File: src/design/bounded_stack_with_keyed_removal_core_assert.svh
// Assertion helpers shared by the stack design files.
`ifndef BOUNDED_STACK_WITH_KEYED_REMOVAL_CORE_ASSERT_SVH
`define BOUNDED_STACK_WITH_KEYED_REMOVAL_CORE_ASSERT_SVH

// Property that must hold at every clock edge outside reset.
`define BSWKR_ASSERT(lbl, clk, rst, prop, msg) \
  lbl: assert property (@(posedge clk) disable iff (rst) (prop)) else $error(msg);

// Same-cycle implication outside reset.
`define BSWKR_ASSERT_IMP(lbl, clk, rst, ante, cons, msg) \
  lbl: assert property (@(posedge clk) disable iff (rst) (ante) |-> (cons)) else $error(msg);

`endif

File: src/design/bswkr_pkg.sv
package bswkr_pkg;

  localparam int STACK_DEPTH = 16;
  localparam int CMD_W       = 2;
  localparam int DATA_W      = 32;
  localparam int STATUS_W    = 2;
  localparam int COUNT_W     = 5;

  typedef enum logic [CMD_W-1:0] {
    CMD_PUSH   = 2'd0,
    CMD_POP    = 2'd1,
    CMD_REMOVE = 2'd2
  } cmd_t;

  typedef enum logic [STATUS_W-1:0] {
    ST_OK       = 2'd0,
    ST_FULL     = 2'd1,
    ST_EMPTY    = 2'd2,
    ST_NOTFOUND = 2'd3
  } status_t;

  typedef enum logic [1:0] {
    SRC_ZERO,
    SRC_RDATA,
    SRC_KEY
  } res_src_t;

  // Commands from controller to datapath.
  typedef struct packed {
    logic     load_req;
    logic     push;
    logic     rd_top;
    logic     rd_down;
    logic     rd_up;
    logic     shift_wr;
    logic     dec_count;
    logic     set_res;
    status_t  res_status;
    res_src_t res_src;
    logic     out_load;
  } ctl_t;

  // Status from datapath to controller.
  typedef struct packed {
    logic [CMD_W-1:0] cmd;
    logic             empty;
    logic             full;
    logic             match;
    logic             at_top;
    logic             at_bottom;
    logic             out_free;
  } sts_t;

endpackage

File: src/design/bounded_stack_with_keyed_removal_core.sv
// Bounded LIFO stack with push, pop and removal of the topmost matching entry.
// A request is taken only in the idle state. A push, a refused request or an unused
// code is settled in the execute state; a pop reads the top entry, and a removal walks
// the RAM one entry per cycle from the top down to the first match, then shifts the
// entries above it down. No new request is taken until its result moves to the output.
// Reset (synchronous): entry count cleared, no result pending; RAM contents kept.
module bounded_stack_with_keyed_removal_core #(
  parameter int DEPTH = bswkr_pkg::STACK_DEPTH
) (
  input  logic                                clk,
  input  logic                                rst,
  input  logic                                in_valid,
  output logic                                in_ready,
  input  logic [bswkr_pkg::CMD_W-1:0]         cmd,
  input  logic signed [bswkr_pkg::DATA_W-1:0] value,
  output logic                                out_valid,
  input  logic                                out_ready,
  output logic [bswkr_pkg::STATUS_W-1:0]      status,
  output logic signed [bswkr_pkg::DATA_W-1:0] data_out,
  output logic [bswkr_pkg::COUNT_W-1:0]       count
);

  import bswkr_pkg::*;

  ctl_t ctl;
  sts_t sts;

  bswkr_ctrl u_ctrl (
    .clk      (clk),
    .rst      (rst),
    .in_valid (in_valid),
    .in_ready (in_ready),
    .sts      (sts),
    .ctl      (ctl)
  );

  bswkr_dp #(
    .DEPTH (DEPTH)
  ) u_dp (
    .clk       (clk),
    .rst       (rst),
    .cmd       (cmd),
    .value     (value),
    .out_ready (out_ready),
    .out_valid (out_valid),
    .status    (status),
    .data_out  (data_out),
    .count     (count),
    .ctl       (ctl),
    .sts       (sts)
  );

endmodule

File: src/design/bswkr_ram.sv
module bswkr_ram #(
  parameter int WIDTH = 32,
  parameter int DEPTH = 16,
  parameter int AW    = (DEPTH > 1) ? $clog2(DEPTH) : 1
) (
  input  logic             clk,
  input  logic             wr_en,
  input  logic [AW-1:0]    wr_addr,
  input  logic [WIDTH-1:0] wr_data,
  input  logic             rd_en,
  input  logic [AW-1:0]    rd_addr,
  output logic [WIDTH-1:0] rd_data
);

  logic [WIDTH-1:0] mem [DEPTH];

  always_ff @(posedge clk) begin
    if (wr_en) begin
      mem[wr_addr] <= wr_data;
    end
    if (rd_en) begin
      rd_data <= mem[rd_addr];
    end
  end

endmodule

File: src/design/bswkr_ctrl.sv
`include "bounded_stack_with_keyed_removal_core_assert.svh"

module bswkr_ctrl (
  input  logic          clk,
  input  logic          rst,
  input  logic          in_valid,
  output logic          in_ready,
  input  bswkr_pkg::sts_t sts,
  output bswkr_pkg::ctl_t ctl
);

  import bswkr_pkg::*;

  typedef enum logic [2:0] {
    S_IDLE,
    S_EXEC,
    S_POPWAIT,
    S_SEARCH,
    S_SHIFT,
    S_DONE
  } state_t;

  state_t state, state_next;

  assign in_ready = (state == S_IDLE);

  always_comb begin
    state_next = state;
    ctl        = '0;
    ctl.res_status = ST_OK;
    ctl.res_src    = SRC_ZERO;
    unique case (state)
      S_IDLE: begin
        if (in_valid) begin
          ctl.load_req = 1'b1;
          state_next   = S_EXEC;
        end
      end
      S_EXEC: begin
        state_next  = S_DONE;
        ctl.set_res = 1'b1;
        unique case (sts.cmd)
          CMD_PUSH: begin
            if (sts.full) begin
              ctl.res_status = ST_FULL;
            end else begin
              ctl.push = 1'b1;
            end
          end
          CMD_POP: begin
            if (sts.empty) begin
              ctl.res_status = ST_EMPTY;
            end else begin
              ctl.set_res = 1'b0;
              ctl.rd_top  = 1'b1;
              state_next  = S_POPWAIT;
            end
          end
          CMD_REMOVE: begin
            if (sts.empty) begin
              ctl.res_status = ST_EMPTY;
            end else begin
              ctl.set_res = 1'b0;
              ctl.rd_top  = 1'b1;
              state_next  = S_SEARCH;
            end
          end
          default: begin
            // unused code: no operation, ok with zero data
          end
        endcase
      end
      S_POPWAIT: begin
        ctl.set_res   = 1'b1;
        ctl.res_src   = SRC_RDATA;
        ctl.dec_count = 1'b1;
        state_next    = S_DONE;
      end
      S_SEARCH: begin
        if (sts.match) begin
          if (sts.at_top) begin
            ctl.set_res   = 1'b1;
            ctl.res_src   = SRC_KEY;
            ctl.dec_count = 1'b1;
            state_next    = S_DONE;
          end else begin
            ctl.rd_up  = 1'b1;
            state_next = S_SHIFT;
          end
        end else if (sts.at_bottom) begin
          ctl.set_res    = 1'b1;
          ctl.res_status = ST_NOTFOUND;
          state_next     = S_DONE;
        end else begin
          ctl.rd_down = 1'b1;
        end
      end
      S_SHIFT: begin
        // move the entry just read down one place
        ctl.shift_wr = 1'b1;
        if (sts.at_top) begin
          ctl.set_res   = 1'b1;
          ctl.res_src   = SRC_KEY;
          ctl.dec_count = 1'b1;
          state_next    = S_DONE;
        end else begin
          ctl.rd_up = 1'b1;
        end
      end
      S_DONE: begin
        if (sts.out_free) begin
          ctl.out_load = 1'b1;
          state_next   = S_IDLE;
        end
      end
      default: begin
        state_next = S_IDLE;
      end
    endcase
  end

  always_ff @(posedge clk) begin
    if (rst) begin
      state <= S_IDLE;
    end else begin
      state <= state_next;
    end
  end

  `BSWKR_ASSERT_IMP(a_load_only_idle, clk, rst, ctl.load_req, state == S_IDLE, "request taken while busy")
  `BSWKR_ASSERT_IMP(a_done_waits, clk, rst, state == S_DONE && !sts.out_free, state_next == S_DONE, "result dropped while output busy")
  `BSWKR_ASSERT(a_one_read, clk, rst, $onehot0({ctl.rd_top, ctl.rd_down, ctl.rd_up}), "conflicting read commands")

endmodule

File: src/design/bswkr_dp.sv
`include "bounded_stack_with_keyed_removal_core_assert.svh"

module bswkr_dp #(
  parameter int DEPTH = bswkr_pkg::STACK_DEPTH
) (
  input  logic                                clk,
  input  logic                                rst,
  input  logic [bswkr_pkg::CMD_W-1:0]         cmd,
  input  logic signed [bswkr_pkg::DATA_W-1:0] value,
  input  logic                                out_ready,
  output logic                                out_valid,
  output logic [bswkr_pkg::STATUS_W-1:0]      status,
  output logic signed [bswkr_pkg::DATA_W-1:0] data_out,
  output logic [bswkr_pkg::COUNT_W-1:0]       count,
  input  bswkr_pkg::ctl_t                     ctl,
  output bswkr_pkg::sts_t                     sts
);

  import bswkr_pkg::*;

  localparam int AW = (DEPTH > 1) ? $clog2(DEPTH) : 1;
  localparam int CW = $clog2(DEPTH + 1);

  logic [CW-1:0]           entries;
  logic [AW-1:0]           ptr;
  logic signed [DATA_W-1:0] key;
  logic [CMD_W-1:0]        cmd_r;
  status_t                 res_status;
  logic [DATA_W-1:0]       res_data;

  logic              wr_en;
  logic [AW-1:0]     wr_addr;
  logic [DATA_W-1:0] wr_data;
  logic              rd_en;
  logic [AW-1:0]     rd_addr;
  logic [DATA_W-1:0] rd_data;
  logic [AW-1:0]     top_addr;

  assign top_addr = AW'(entries - CW'(1));

  assign wr_en   = ctl.push | ctl.shift_wr;
  assign wr_addr = ctl.push ? AW'(entries) : ptr - AW'(1);
  assign wr_data = ctl.push ? key : rd_data;

  assign rd_en   = ctl.rd_top | ctl.rd_down | ctl.rd_up;
  assign rd_addr = ctl.rd_top ? top_addr : (ctl.rd_down ? ptr - AW'(1) : ptr + AW'(1));

  bswkr_ram #(
    .WIDTH (DATA_W),
    .DEPTH (DEPTH),
    .AW    (AW)
  ) u_ram (
    .clk     (clk),
    .wr_en   (wr_en),
    .wr_addr (wr_addr),
    .wr_data (wr_data),
    .rd_en   (rd_en),
    .rd_addr (rd_addr),
    .rd_data (rd_data)
  );

  assign sts.cmd       = cmd_r;
  assign sts.empty     = (entries == '0);
  assign sts.full      = (entries == CW'(DEPTH));
  assign sts.match     = (rd_data == key);
  assign sts.at_top    = ((CW'(ptr) + CW'(1)) == entries);
  assign sts.at_bottom = (ptr == '0);
  assign sts.out_free  = !out_valid || out_ready;

  always_ff @(posedge clk) begin
    if (rst) begin
      entries   <= '0;
      out_valid <= 1'b0;
    end else begin
      if (ctl.push) begin
        entries <= entries + CW'(1);
      end else if (ctl.dec_count) begin
        entries <= entries - CW'(1);
      end
      if (ctl.out_load) begin
        out_valid <= 1'b1;
      end else if (out_ready) begin
        out_valid <= 1'b0;
      end
    end
  end

  always_ff @(posedge clk) begin
    if (ctl.load_req) begin
      cmd_r <= cmd;
      key   <= value;
    end
    // track the address whose data the RAM returns next
    if (ctl.rd_top) begin
      ptr <= top_addr;
    end else if (ctl.rd_down) begin
      ptr <= ptr - AW'(1);
    end else if (ctl.rd_up) begin
      ptr <= ptr + AW'(1);
    end
    if (ctl.set_res) begin
      res_status <= ctl.res_status;
      case (ctl.res_src)
        SRC_RDATA: res_data <= rd_data;
        SRC_KEY:   res_data <= key;
        default:   res_data <= '0;
      endcase
    end
    if (ctl.out_load) begin
      status   <= res_status;
      data_out <= res_data;
      count    <= COUNT_W'(entries);
    end
  end

  `BSWKR_ASSERT(a_count_bound, clk, rst, entries <= CW'(DEPTH), "entry count above depth")
  `BSWKR_ASSERT_IMP(a_push_room, clk, rst, ctl.push, entries < CW'(DEPTH), "write past the top")
  `BSWKR_ASSERT_IMP(a_dec_nonempty, clk, rst, ctl.dec_count, entries != '0, "drop from empty stack")
  `BSWKR_ASSERT_IMP(a_shift_above, clk, rst, ctl.shift_wr, ptr != '0 && !ctl.push, "shift below the bottom")

endmodule
File: config.mk
export PLATFORM = sky130hd
export DESIGN_NAME = bounded_stack_with_keyed_removal_core
export DESIGN_NICKNAME = d
export VERILOG_FILES = /design/src/design/bswkr_pkg.sv /design/src/design/bounded_stack_with_keyed_removal_core.sv /design/src/design/bswkr_ram.sv /design/src/design/bswkr_ctrl.sv /design/src/design/bswkr_dp.sv
export VERILOG_INCLUDE_DIRS = /design/src /design/src/design
export SDC_FILE = /design/constraint.sdc
export NUM_CORES = 1
export LEC_CHECK = 0
export BUFFER_PORTS_ARGS = -buffer_cell sky130_fd_sc_hd__buf_2
export CORE_ASPECT_RATIO = 0.5
export CORE_MARGIN = 1
export CORE_UTILIZATION = 67
export DETAILED_ROUTE_END_ITERATION = 8
export GPL_TIMING_DRIVEN = 1
export HOLD_SLACK_MARGIN = 0.1
export PLACE_DENSITY = 0.82
export SLEW_MARGIN = 0
export SYNTH_ARGS = -nofsm -noshare
export SYNTH_HDL_FRONTEND = slang
export SYNTH_SLANG_ARGS = --single-unit
File: constraint.sdc
create_clock -name clk -period 5.4 [get_ports clk]
set_clock_uncertainty 0.05 [all_clocks]
set_input_delay 1.08 -clock clk [delete_from_list [all_inputs] [get_ports clk]]
set_output_delay 1.08 -clock clk [all_outputs]
set_load 0.01 [all_outputs]
==> qor.csv <==
stage;metric;value;unit
drt;Pre-antenna DRT Iters;9;
timing;final worst slack;0.277;ns
die;Die ar.;0.0417;sq mm
logic_synthesis;async set-reset flop share out of synthesis;0;
logic_synthesis;area share of fa/ha/maj cells after synthesis;0.00503;
drt;met2 wire len;33300;um
timing;Min Clock Period, post-route;5.12;ns
setup_path;reg-to-reg endpoint;u_dp.u_ram.rd_data[4]$_DFFE_PP_;
global_route;Overflow after GRT;0;
die;Cell Rows;51;
clock_tree;deepest clock path buffer count;3;
timing;max_slew headroom;0.150;
logic_synthesis;Yosys warnings;0;
die;Die Ht;145;um
logic_synthesis;count of cell types in the netlist;59;
placed_design;detailed placement HPWL;38000;um
setup_path;worst path cell trace;xor2_1, nor4_1, nand4_1, o21a_1, mux2_2, a21oi_4, buf_12, mux4_2, a22oi_1, nand2_1;
timing;TNS Setup;0;ns
power_and_ir_drop;Sw Pwr;2.62;mW
power_and_ir_drop;Int Power;8.32;mW
timing;worst slew pin tran;1.27;ns
timing;RSZ-0062 raised after global routing;no;
setup_path;flop-to-flop setup slack;0.28;ns
power_and_ir_drop;Switching Share;0.239;
layout;Area Overhead vs Synth;10.2;%
logic_synthesis;post-synthesis mux area share;0.122;
setup_path;CP startpoint kind;flop;
logic_synthesis;syn avg cell area;17.5;sq um
logic_synthesis;number of synthesized flops with an enable pin;655;
clock_tree;hold-fix buffers at CTS;0;
placed_design;GP Congestion;0.966;
clock_tree;Post-CTS Setup Bufs;0;
drt;DRT iter0 DRCs;2970;
layout;fin util;0.763;
global_route;initial antenna violation count;0;
layout;share of cells above drive strength 1;0.213;
drt;via count;16300;
logic_synthesis;Synth Instances;1560;
layout;Final Instance Area;0.0302;sq mm
setup_path;Worst EP required;5.71;ns
layout;n_diodes;0;
die;Starting Density;0.692;
timing;fmax;195;MHz
layout;Nets;1685;
global_route;largest net degree at the start of global routing;94;
clock_tree;clock-pin slew on the worst setup and hold paths;0.07;ns
placed_design;port bufs;78;
timing;Final Max Tran Viols;0;
setup_path;endpoint type of the worst setup path;flop;
setup_path;Buf/Inv on CP;1;
clock_tree;worst-skew pair later-pin latency;0.62;ns
outcome;status;finished, violations left;
power_and_ir_drop;Worst VDD drop;216;uV
worst_hold_path;HP Class;reg2reg;
clock_tree;CTS Buf Count;53;
drt;Routed Antenna Nets;0;
timing;final hold vios;0;
setup_path;critical path fanouts, max;64;
setup_path;crit-path leading delay family;simple AND/OR/NAND/NOR gates;
timing;Tcrit/Tclk final;0.949;
logic_synthesis;Synth Area in Compound Gates;0.0810;
clock_tree;CTS tree;done;
die;I/O pins;79;
die;core area;0.0396;sq mm
power_and_ir_drop;Flop pwr share;0.547;
drt;met1 wire length;24700;um
worst_hold_path;Endpoint, Worst Hold;u_dp.data_out[4]$_DFFE_PP_;
flow_run;Max Cap Viol;0;
worst_hold_path;min-delay src;u_dp.res_data[4]$_DFFE_PP_;
drt;highest metal used;met4;
drt;Vias/cell;7.39;
drt;Post-route DRC;3;
logic_synthesis;combinational family with the most area after synthesis;multiplexers;
global_route;vias in the first global route;16000;
drt;wire per inst;32.0;um
logic_synthesis;Synth Flop Type;edfxtp_1;
setup_path;Reg-to-Reg Start;u_dp.key[16]$_DFFE_PP_;
power_and_ir_drop;power per cell area;362;mW/mm^2
clock_tree;Clock Sinks;664;
setup_path;Critical Path AT;5.44;ns
global_route;first-pass GRT wire length;103000;um
outcome;violated checks;design-rule violations;
logic_synthesis;simple-gate share of the synthesized area;0.0327;
logic_synthesis;post-synthesis xor/xnor area fraction;0.0134;
clock_tree;# H-tree levels;2;
die;Die W;288;um
power_and_ir_drop;Gate power share;0.102;
placed_design;Setup WS pre-CTS;0.679;ns
setup_path;CP peak stage delay;1.03;ns
global_route;gr usage total;0.342;
worst_hold_path;Worst Hold Depth;0;
power_and_ir_drop;Clk pwr share;0.351;
setup_path;crit path max-delay cell type;nor4_1;
logic_synthesis;syn_nets;1609;
setup_path;worst setup path category;reg2reg;
drt;routed wl met3;9630;um
logic_synthesis;register area share after synthesis;0.725;
logic_synthesis;FF+latch count, synth;664;
clock_tree;post-CTS resize count;0;
drt;drt total wl;70500;um
timing;final number of setup-violating endpoints;0;
clock_tree;Clock Root Buffer;clkbuf_16;
power_and_ir_drop;Pleak;9.74;nW
placed_design;placed inst area;0.0285;sq mm
setup_path;Register-to-Register Path Depth;10;
logic_synthesis;Netlist Area Pre-Place;0.0274;sq mm
==> worst max path at each step <==
stage | endpoint | slack [ns] | cells after the start | from
global placement | u_dp.u_ram.rd_data[22]$_DFFE_PP_ | 0.76 | 10 | u_dp.key[18]$_DFFE_PP_
detailed placement | u_dp.u_ram.rd_data[12]$_DFFE_PP_ | 0.68 | 10 | u_dp.key[16]$_DFFE_PP_
global route | u_dp.u_ram.rd_data[4]$_DFFE_PP_ | 0.31 | 10 | u_dp.key[18]$_DFFE_PP_
CTS | u_dp.u_ram.rd_data[4]$_DFFE_PP_ | 0.52 | 10 | u_dp.key[4]$_DFFE_PP_
finish | u_dp.u_ram.rd_data[4]$_DFFE_PP_ | 0.28 | 10 | u_dp.key[16]$_DFFE_PP_
floorplan | u_dp.u_ram.mem[5][0]$_DFFE_PP_ | 1.72 | 11 | u_dp.entries[0]$_SDFFE_PP0P_
==> final cells by class <==
cell class / count / area, sq um
clock buffer: 69 / 1410
clock inverter: 26 / 246
fill: 2098 / 9380
inverter: 15 / 56.3
multi-input combinational: 777 / 7150
sequential: 664 / 19800
tap: 530 / 663
timing repair buffer: 125 / 806
==> routing by layer <==
layer	track usage	up-vias
met3	0.0802	235
li1	-	6515
met4	0.127	0
met5	0	-
met1	0.481	8089
met2	0.531	1460
==> kinds of logic (layout without fill, tap and decap cells) <==
kind of cell / after synthesis / count (layout)
simple gates: 192 / 192
fa+ha+maj: 11 / 11
mux: 217 / 217
xor+xnor: 42 / 42
buf+inv: 119 / 235
compound gates: 315 / 315
flops: 664 / 664
==> cell usage in the layout (no fill, tap or decap), types with 5 or more instances in the layout <==
master / instances
a31oi_1: 21
a221oi_1: 20
nor2_4: 17
clkbuf_1: 15
nand2b_1: 5
a21boi_0: 9
edfxtp_1: 655
nor2_1: 52
o22ai_1: 12
mux2i_1: 84
buf_4: 42
buf_2: 78
a211oi_1: 10
a22oi_1: 150
clkinv_2: 5
mux4_2: 88
xor2_1: 34
xnor2_1: 8
clkbuf_16: 54
a21oi_1: 36
mux2_2: 44
dfxtp_1: 9
clkinv_1: 13
nor3_1: 11
ha_1: 11
nand2_1: 53
o21ai_0: 26
nor4_1: 19
inv_1: 15
buf_12: 5
nor2b_1: 5
==> synthesized netlist by cell type (all sizes together) (2+ instances only) <==
master / count / area (sq um)
o21a: 4 / 30.0
a32oi: 4 / 35.0
nand2b: 5 / 31.3
nor2: 70 / 265
or2: 2 / 12.5
o22ai: 13 / 81.3
o31a: 2 / 17.5
a211oi: 12 / 95.1
nor3b: 3 / 22.5
nor4: 20 / 125
nor2b: 5 / 31.3
or3: 2 / 12.5
xor2: 34 / 298
inv: 15 / 56.3
nand4: 4 / 25.0
nand2: 53 / 199
clkbuf: 53 / 199
a221o: 2 / 20.0
and3: 2 / 12.5
dfxtp: 9 / 180
edfxtp: 655 / 19700
o21ai: 27 / 135
and2: 5 / 31.3
a221oi: 20 / 175
mux2: 44 / 495
mux2i: 85 / 851
a21boi: 9 / 67.6
a22oi: 151 / 1130
a31oi: 21 / 131
ha: 11 / 138
nand3: 6 / 35.0
o211ai: 3 / 22.5
mux4: 88 / 1980
nor3: 12 / 65.1
xnor2: 8 / 70.1
a21oi: 38 / 194
buf: 51 / 325
==> sequential cells by signal, indices dropped and copies added (netlist names) <==
| name | flops |
|---|---|
| u_dp.u_ram.mem | 512 |
| u_dp.data_out | 32 |
| u_dp.key | 32 |
| u_dp.res_data | 32 |
| u_dp.u_ram.rd_data | 32 |
| u_dp.count | 5 |
| u_dp.entries | 5 |
| u_dp.ptr | 4 |
| u_ctrl.state | 3 |
| u_dp.cmd_r | 2 |
| u_dp.res_status | 2 |
| u_dp.status | 2 |
| u_dp.out_valid | 1 |
==> power groups by stage <==
stage / clock network (mW) / logic (mW) / registers, mW
5_1_grt: 4.03 / 1.17 / 5.99
2_1_floorplan: 0 / 0.759 / 6.06
3_3_place_gp: 0 / 1.03 / 6.08
3_5_place_dp: 0 / 1.08 / 6.09
4_1_cts: 3.84 / 1.09 / 5.98
6_report: 3.84 / 1.12 / 5.99
==> metrics by stage <==
stage / hold slack [ns] / power [mW] / cells
after global placement: 0.353 / 7.11 / 2111
after global routing: 0.372 / 11.2 / 2206
after floorplan: 0.350 / 6.81 / 1560
after detailed placement: 0.356 / 7.16 / 2111
final: 0.373 / 10.9 / 2206
after CTS: 0.371 / 10.9 / 2206
(Power assumes the default switching activity.)
